File: config.mk
export PLATFORM = sky130hd
export DESIGN_NAME = dmr_div
export DESIGN_NICKNAME = d
export VERILOG_FILES = /design/src/design/dmr_pkg.sv /design/src/design/dmr_div.sv
export SDC_FILE = /design/constraint.sdc
export NUM_CORES = 1
export LEC_CHECK = 0
export BUFFER_PORTS_ARGS = -buffer_cell sky130_fd_sc_hd__buf_2
export CORE_ASPECT_RATIO = 1.2
export CORE_MARGIN = 1
export CORE_UTILIZATION = 25
export DETAILED_ROUTE_END_ITERATION = 8
export GPL_TIMING_DRIVEN = 0
export MAX_ROUTING_LAYER = met4
export PLACE_DENSITY = 0.4
export SYNTH_ARGS = -nofsm -noshare
export SYNTH_HDL_FRONTEND = slang
export SYNTH_SLANG_ARGS = --single-unit
File: constraint.sdc
create_clock -name aclk -period 8.2 [get_ports aclk]
set_input_delay 0.41 -clock aclk [delete_from_list [all_inputs] [get_ports aclk]]
set_output_delay 0.41 -clock aclk [all_outputs]
set_load 0.05 [all_outputs]
File: src/design/dmr_pkg.sv
// Shared constants for the dose map rasterizer: map geometry, opcodes, status codes,
// register indexes and divider sizing. No dependencies.
package dmr_pkg;

    localparam int MAX_WIDTH  = 128;
    localparam int MAX_HEIGHT = 128;
    localparam int MAP_DEPTH  = MAX_WIDTH * MAX_HEIGHT;
    localparam int ADDR_W     = $clog2(MAP_DEPTH);

    localparam int CELL_W     = 32;
    localparam int POS_W      = 24;
    localparam int POS_NUM_W  = POS_W + 1;
    localparam int DIV_CNT_W  = 5;
    localparam int POS_ITERS  = POS_NUM_W;
    localparam int NORM_ITERS = 16;
    localparam int LEVEL_W    = 17;

    localparam logic [1:0] OP_DEPOSIT = 2'd0;
    localparam logic [1:0] OP_READ    = 2'd1;
    localparam logic [1:0] OP_CLEAR   = 2'd2;

    localparam logic [1:0] STAT_DEPOSITED = 2'd0;
    localparam logic [1:0] STAT_DROPPED   = 2'd1;
    localparam logic [1:0] STAT_READ      = 2'd2;
    localparam logic [1:0] STAT_CLEARED   = 2'd3;

    localparam logic [1:0] REG_MAP_WIDTH  = 2'd0;
    localparam logic [1:0] REG_MAP_HEIGHT = 2'd1;
    localparam logic [1:0] REG_PIXEL_STEP = 2'd2;

    localparam logic [7:0]  RST_MAP_WIDTH  = 8'd128;
    localparam logic [7:0]  RST_MAP_HEIGHT = 8'd128;
    localparam logic [15:0] RST_PIXEL_STEP = 16'd256;

    localparam logic [15:0]        DOSE_ONE   = 16'd256;
    localparam logic [LEVEL_W-1:0] FULL_LEVEL = LEVEL_W'(65536);

endpackage

File: src/design/dmr_div.sv
// Restoring divider, one quotient bit per cycle, with a preloadable remainder.
// Depends on dmr_pkg for operand widths.
module dmr_div (
    input  logic                           aclk,
    input  logic                           aresetn,
    input  logic                           start,
    input  logic [dmr_pkg::CELL_W-1:0]     rem_init,
    input  logic [dmr_pkg::POS_NUM_W-1:0]  numer,
    input  logic [dmr_pkg::DIV_CNT_W-1:0]  iters,
    input  logic [dmr_pkg::CELL_W-1:0]     divisor,
    output logic                           done,
    output logic [dmr_pkg::POS_NUM_W-1:0]  quot
);

    logic                           run_reg,  run_next;
    logic                           done_reg, done_next;
    logic [dmr_pkg::CELL_W-1:0]     rem_reg,  rem_next;
    logic [dmr_pkg::CELL_W-1:0]     den_reg,  den_next;
    logic [dmr_pkg::POS_NUM_W-1:0]  num_reg,  num_next;
    logic [dmr_pkg::POS_NUM_W-1:0]  quot_reg, quot_next;
    logic [dmr_pkg::DIV_CNT_W-1:0]  cnt_reg,  cnt_next;
    logic [dmr_pkg::CELL_W:0]       trial;
    logic [dmr_pkg::CELL_W:0]       diff;
    logic                           fits;

    // The remainder always stays below the divisor, so the difference fits in CELL_W bits.
    assign trial = {rem_reg, num_reg[dmr_pkg::POS_NUM_W-1]};
    assign diff  = trial - {1'b0, den_reg};
    assign fits  = trial >= {1'b0, den_reg};

    always_comb begin
        run_next  = run_reg;
        done_next = 1'b0;
        rem_next  = rem_reg;
        den_next  = den_reg;
        num_next  = num_reg;
        quot_next = quot_reg;
        cnt_next  = cnt_reg;
        if (start) begin
            run_next  = 1'b1;
            rem_next  = rem_init;
            den_next  = divisor;
            num_next  = numer;
            quot_next = '0;
            cnt_next  = iters;
        end else if (run_reg) begin
            rem_next  = fits ? diff[dmr_pkg::CELL_W-1:0] : trial[dmr_pkg::CELL_W-1:0];
            num_next  = {num_reg[dmr_pkg::POS_NUM_W-2:0], 1'b0};
            quot_next = {quot_reg[dmr_pkg::POS_NUM_W-2:0], fits};
            cnt_next  = cnt_reg - dmr_pkg::DIV_CNT_W'(1);
            if (cnt_reg == dmr_pkg::DIV_CNT_W'(1)) begin
                run_next  = 1'b0;
                done_next = 1'b1;
            end
        end
    end

    always_ff @(posedge aclk) begin
        if (!aresetn) begin
            run_reg  <= 1'b0;
            done_reg <= 1'b0;
        end else begin
            run_reg  <= run_next;
            done_reg <= done_next;
        end
    end

    always_ff @(posedge aclk) begin
        rem_reg  <= rem_next;
        den_reg  <= den_next;
        num_reg  <= num_next;
        quot_reg <= quot_next;
        cnt_reg  <= cnt_next;
    end

    assign done = done_reg;
    assign quot = quot_reg;

endmodule

==> metrics.txt <==
fin crit period=3750 ps; drt total wl=19.5 mm; crit-path leading delay family=compound AO/OA/AOI/OAI gates; Final setup viols=0; type of the worst setup path=flip-flop to flip-flop; synth warn=0; Final period util=0.457; Switch Pwr=0.000790 W; Post-CTS Hold Fix Bufs=0; clk root buf=clkbuf_16; reg-to-reg setup timing slack=4450 ps; layout cells sized above 1=0.237; top post-synthesis cells by area=edfxtp_1 (41%), dfxtp_1 (7.9%), ha_1 (6.3%), mux2i_1 (4.6%), mux2_2 (4.3%); Worst-path clk slew=60 ps; die span in x=153 um; crit path buf inv count=2; Int Power=0.00155 W; CP Capture Type=flip-flop; Critical Path Most Common Cell=inv_1; Clk Latency, worst-skew pair=430 ps; vias per cell=4.65; critical path data required time=8430 ps; Overall Global Routing Usage=0.150; Crit-path slowest cell=a211oi_1; #FFs+latches synth=121; Iter 0 DRT Violations=263; Port Buffers=122; layout net count=934; CP Cell Sequence=inv_1 -> ha_1 -> inv_1 -> fa_1 -> a21o_1 -> a221oi_2 -> o21a_1 -> a31oi_1 -> a211oi_1 -> o41ai_1 -> and4_4 -> a2111oi_2; unrepaired setup endpoints after global routing=no; Final Skew=10.3 ps; number of flops mapped to enable cells by yosys=94; Final Util=0.320; initial core utilization=0.257; Die Height=183 um; GRT Residual Overflow=0; Max clock buf depth=2; post-synth net total=792; Post-CTS Setup Bufs=0; crit-path max cell delay=590 ps; largest net degree at the start of global routing=41; post-route ant nets=0; Site Rows=65; first-pass GRT wire length=30.9 mm; worst slew pin tran=869 ps; Max IR drop VDD=0.000144 V; unique cell type count in the Yosys netlist=55; routability cong.=0.851; Avg Cell Area, Syn=10.3 sq um; synthesized cell area=6800 sq um; vias in the first global route=5,630; drt wl/cell=16.9 um; core area=26,500 sq um; Fmax achieved=0.267 GHz; ys flop type=edfxtp_1; worst min path class=primary input to flip-flop; crit path DAT=3980 ps; TritonCTS Buffers=17; number of remaining DRC errors=6; clk sink count=121; violated checks=DRC; cell area power density=276 nW/um^2; startpoint types=flip-flop; register area share after synthesis=0.494; initial antenna violation count=3; Max-Cap Viols=0; worst-path maximum fanout=5; Sw Share=0.337; setup TNS=0 ps; Final HPWL DP=14.4 mm; io pins=123; Leak=3.61 nW; final hold vios=0; sequential share of power=0.340; post-synth top area share=0.415; async set or reset register ratio after synthesis=0; Slew headroom=0.420; status=finished with violations; Max Transition Viols Final=0; Post-Synthesis Cells=660; post-cts gate resize count=0; clock network fraction of total power=0.330; most frequent cells in the layout=buf_2 (124), edfxtp_1 (94), nand2_1 (66); H-tree level count=4; Hold WS=158 ps; most common cell after layout, fill and taps aside=buf_2; leading area contributor after synthesis=edfxtp_1; vias=5,370; area grow syn2layout=24.8%; TritonRoute pass-1 iters=7; TritonCTS clock tree=done; Comb pwr share=0.330; Die ar.=27,900 sq um
==> power groups by stage <==
| stage | Combinational, W | Clock (W) | Sequential [W] |
|---|---|---|---|
| 2_1_floorplan | 0.000565 | 0 | 0.000800 |
| 3_3_place_gp | 0.000777 | 0 | 0.000809 |
| 3_5_place_dp | 0.000775 | 0 | 0.000809 |
| 4_1_cts | 0.000779 | 0.000800 | 0.000797 |
| 5_1_grt | 0.000873 | 0.000815 | 0.000805 |
| 6_report | 0.000774 | 0.000772 | 0.000796 |
==> worst reg2reg max path: cells and delay by family, from the launching register on <==
family                     cells  cell delay [ps]
DFF                            1              350
and+or+nand+nor                1              250
adders and majority gates      2              590
AOI/OAI and AO/OA              7             2240
buffers and inverters          2              140
==> synth_stat cells (9+ instances only) <==
cell,n
a31oi_1,21
nand3_1,9
mux2i_1,31
nor2_1,64
nand2_1,66
dfxtp_1,27
mux2_2,26
nand4_1,10
inv_1,46
xor2_1,12
clkbuf_1,25
a21oi_1,43
a21o_1,13
edfxtp_1,94
xnor2_1,15
ha_1,34
o21ai_0,25
==> final cells by class <==
cell class,count,area [sq um]
fill,2832,18000
clock inverter,7,47.5
timing repair buffer,123,638
buffer,34,145
antenna,4,10.0
tap,335,419
sequential,121,3360
inverter,46,173
multi-input combinational,459,3120
clock buffer,25,569
==> final timing paths <==
check / startpoint / to / cells past startpoint
worst min register to register: quot[24] / quot[24] / 2
worst min-delay path: divisor[24] / den_reg[24] / 1
worst max register to register: num_reg[24] / rem_reg[30] / 12
worst max-delay path: num_reg[24] / rem_reg[30] / 12
==> routing by layer <==
metal,up-vias,part of all wire,global-route usage
met3,14,0.043,0.0373
met1,2555,0.45,0.177
li1,2695,-,-
met4,0,0.012,0.0477
met2,106,0.49,0.249
met5,-,0,-
==> cells by family after synthesis <==
| family | count (synthesis) | share of synthesized area |
|---|---|---|
| AOI/OAI and AO/OA | 143 | 0.136 |
| xor gates and xnor gates | 27 | 0.0348 |
| adders and majority gates | 35 | 0.0655 |
| buffers and inverters | 80 | 0.0467 |
| DFF | 121 | 0.494 |
| muxes | 57 | 0.0887 |
| and+or+nand+nor | 197 | 0.134 |
==> metrics by stage <==
stage          power (W)  instances  setup WS [ps]  instance area, sq um
6_report         0.00234       1154           4450                  8490
5_1_grt          0.00249       1153           4390                  8490
4_1_cts          0.00238       1150           4520                  8480
3_5_place_dp     0.00158       1118           4560                  7860
3_3_place_gp     0.00159       1117           4050                  7830
2_1_floorplan    0.00137        660           5220                  6800
Note: power is estimated with default switching activity, not from simulation.
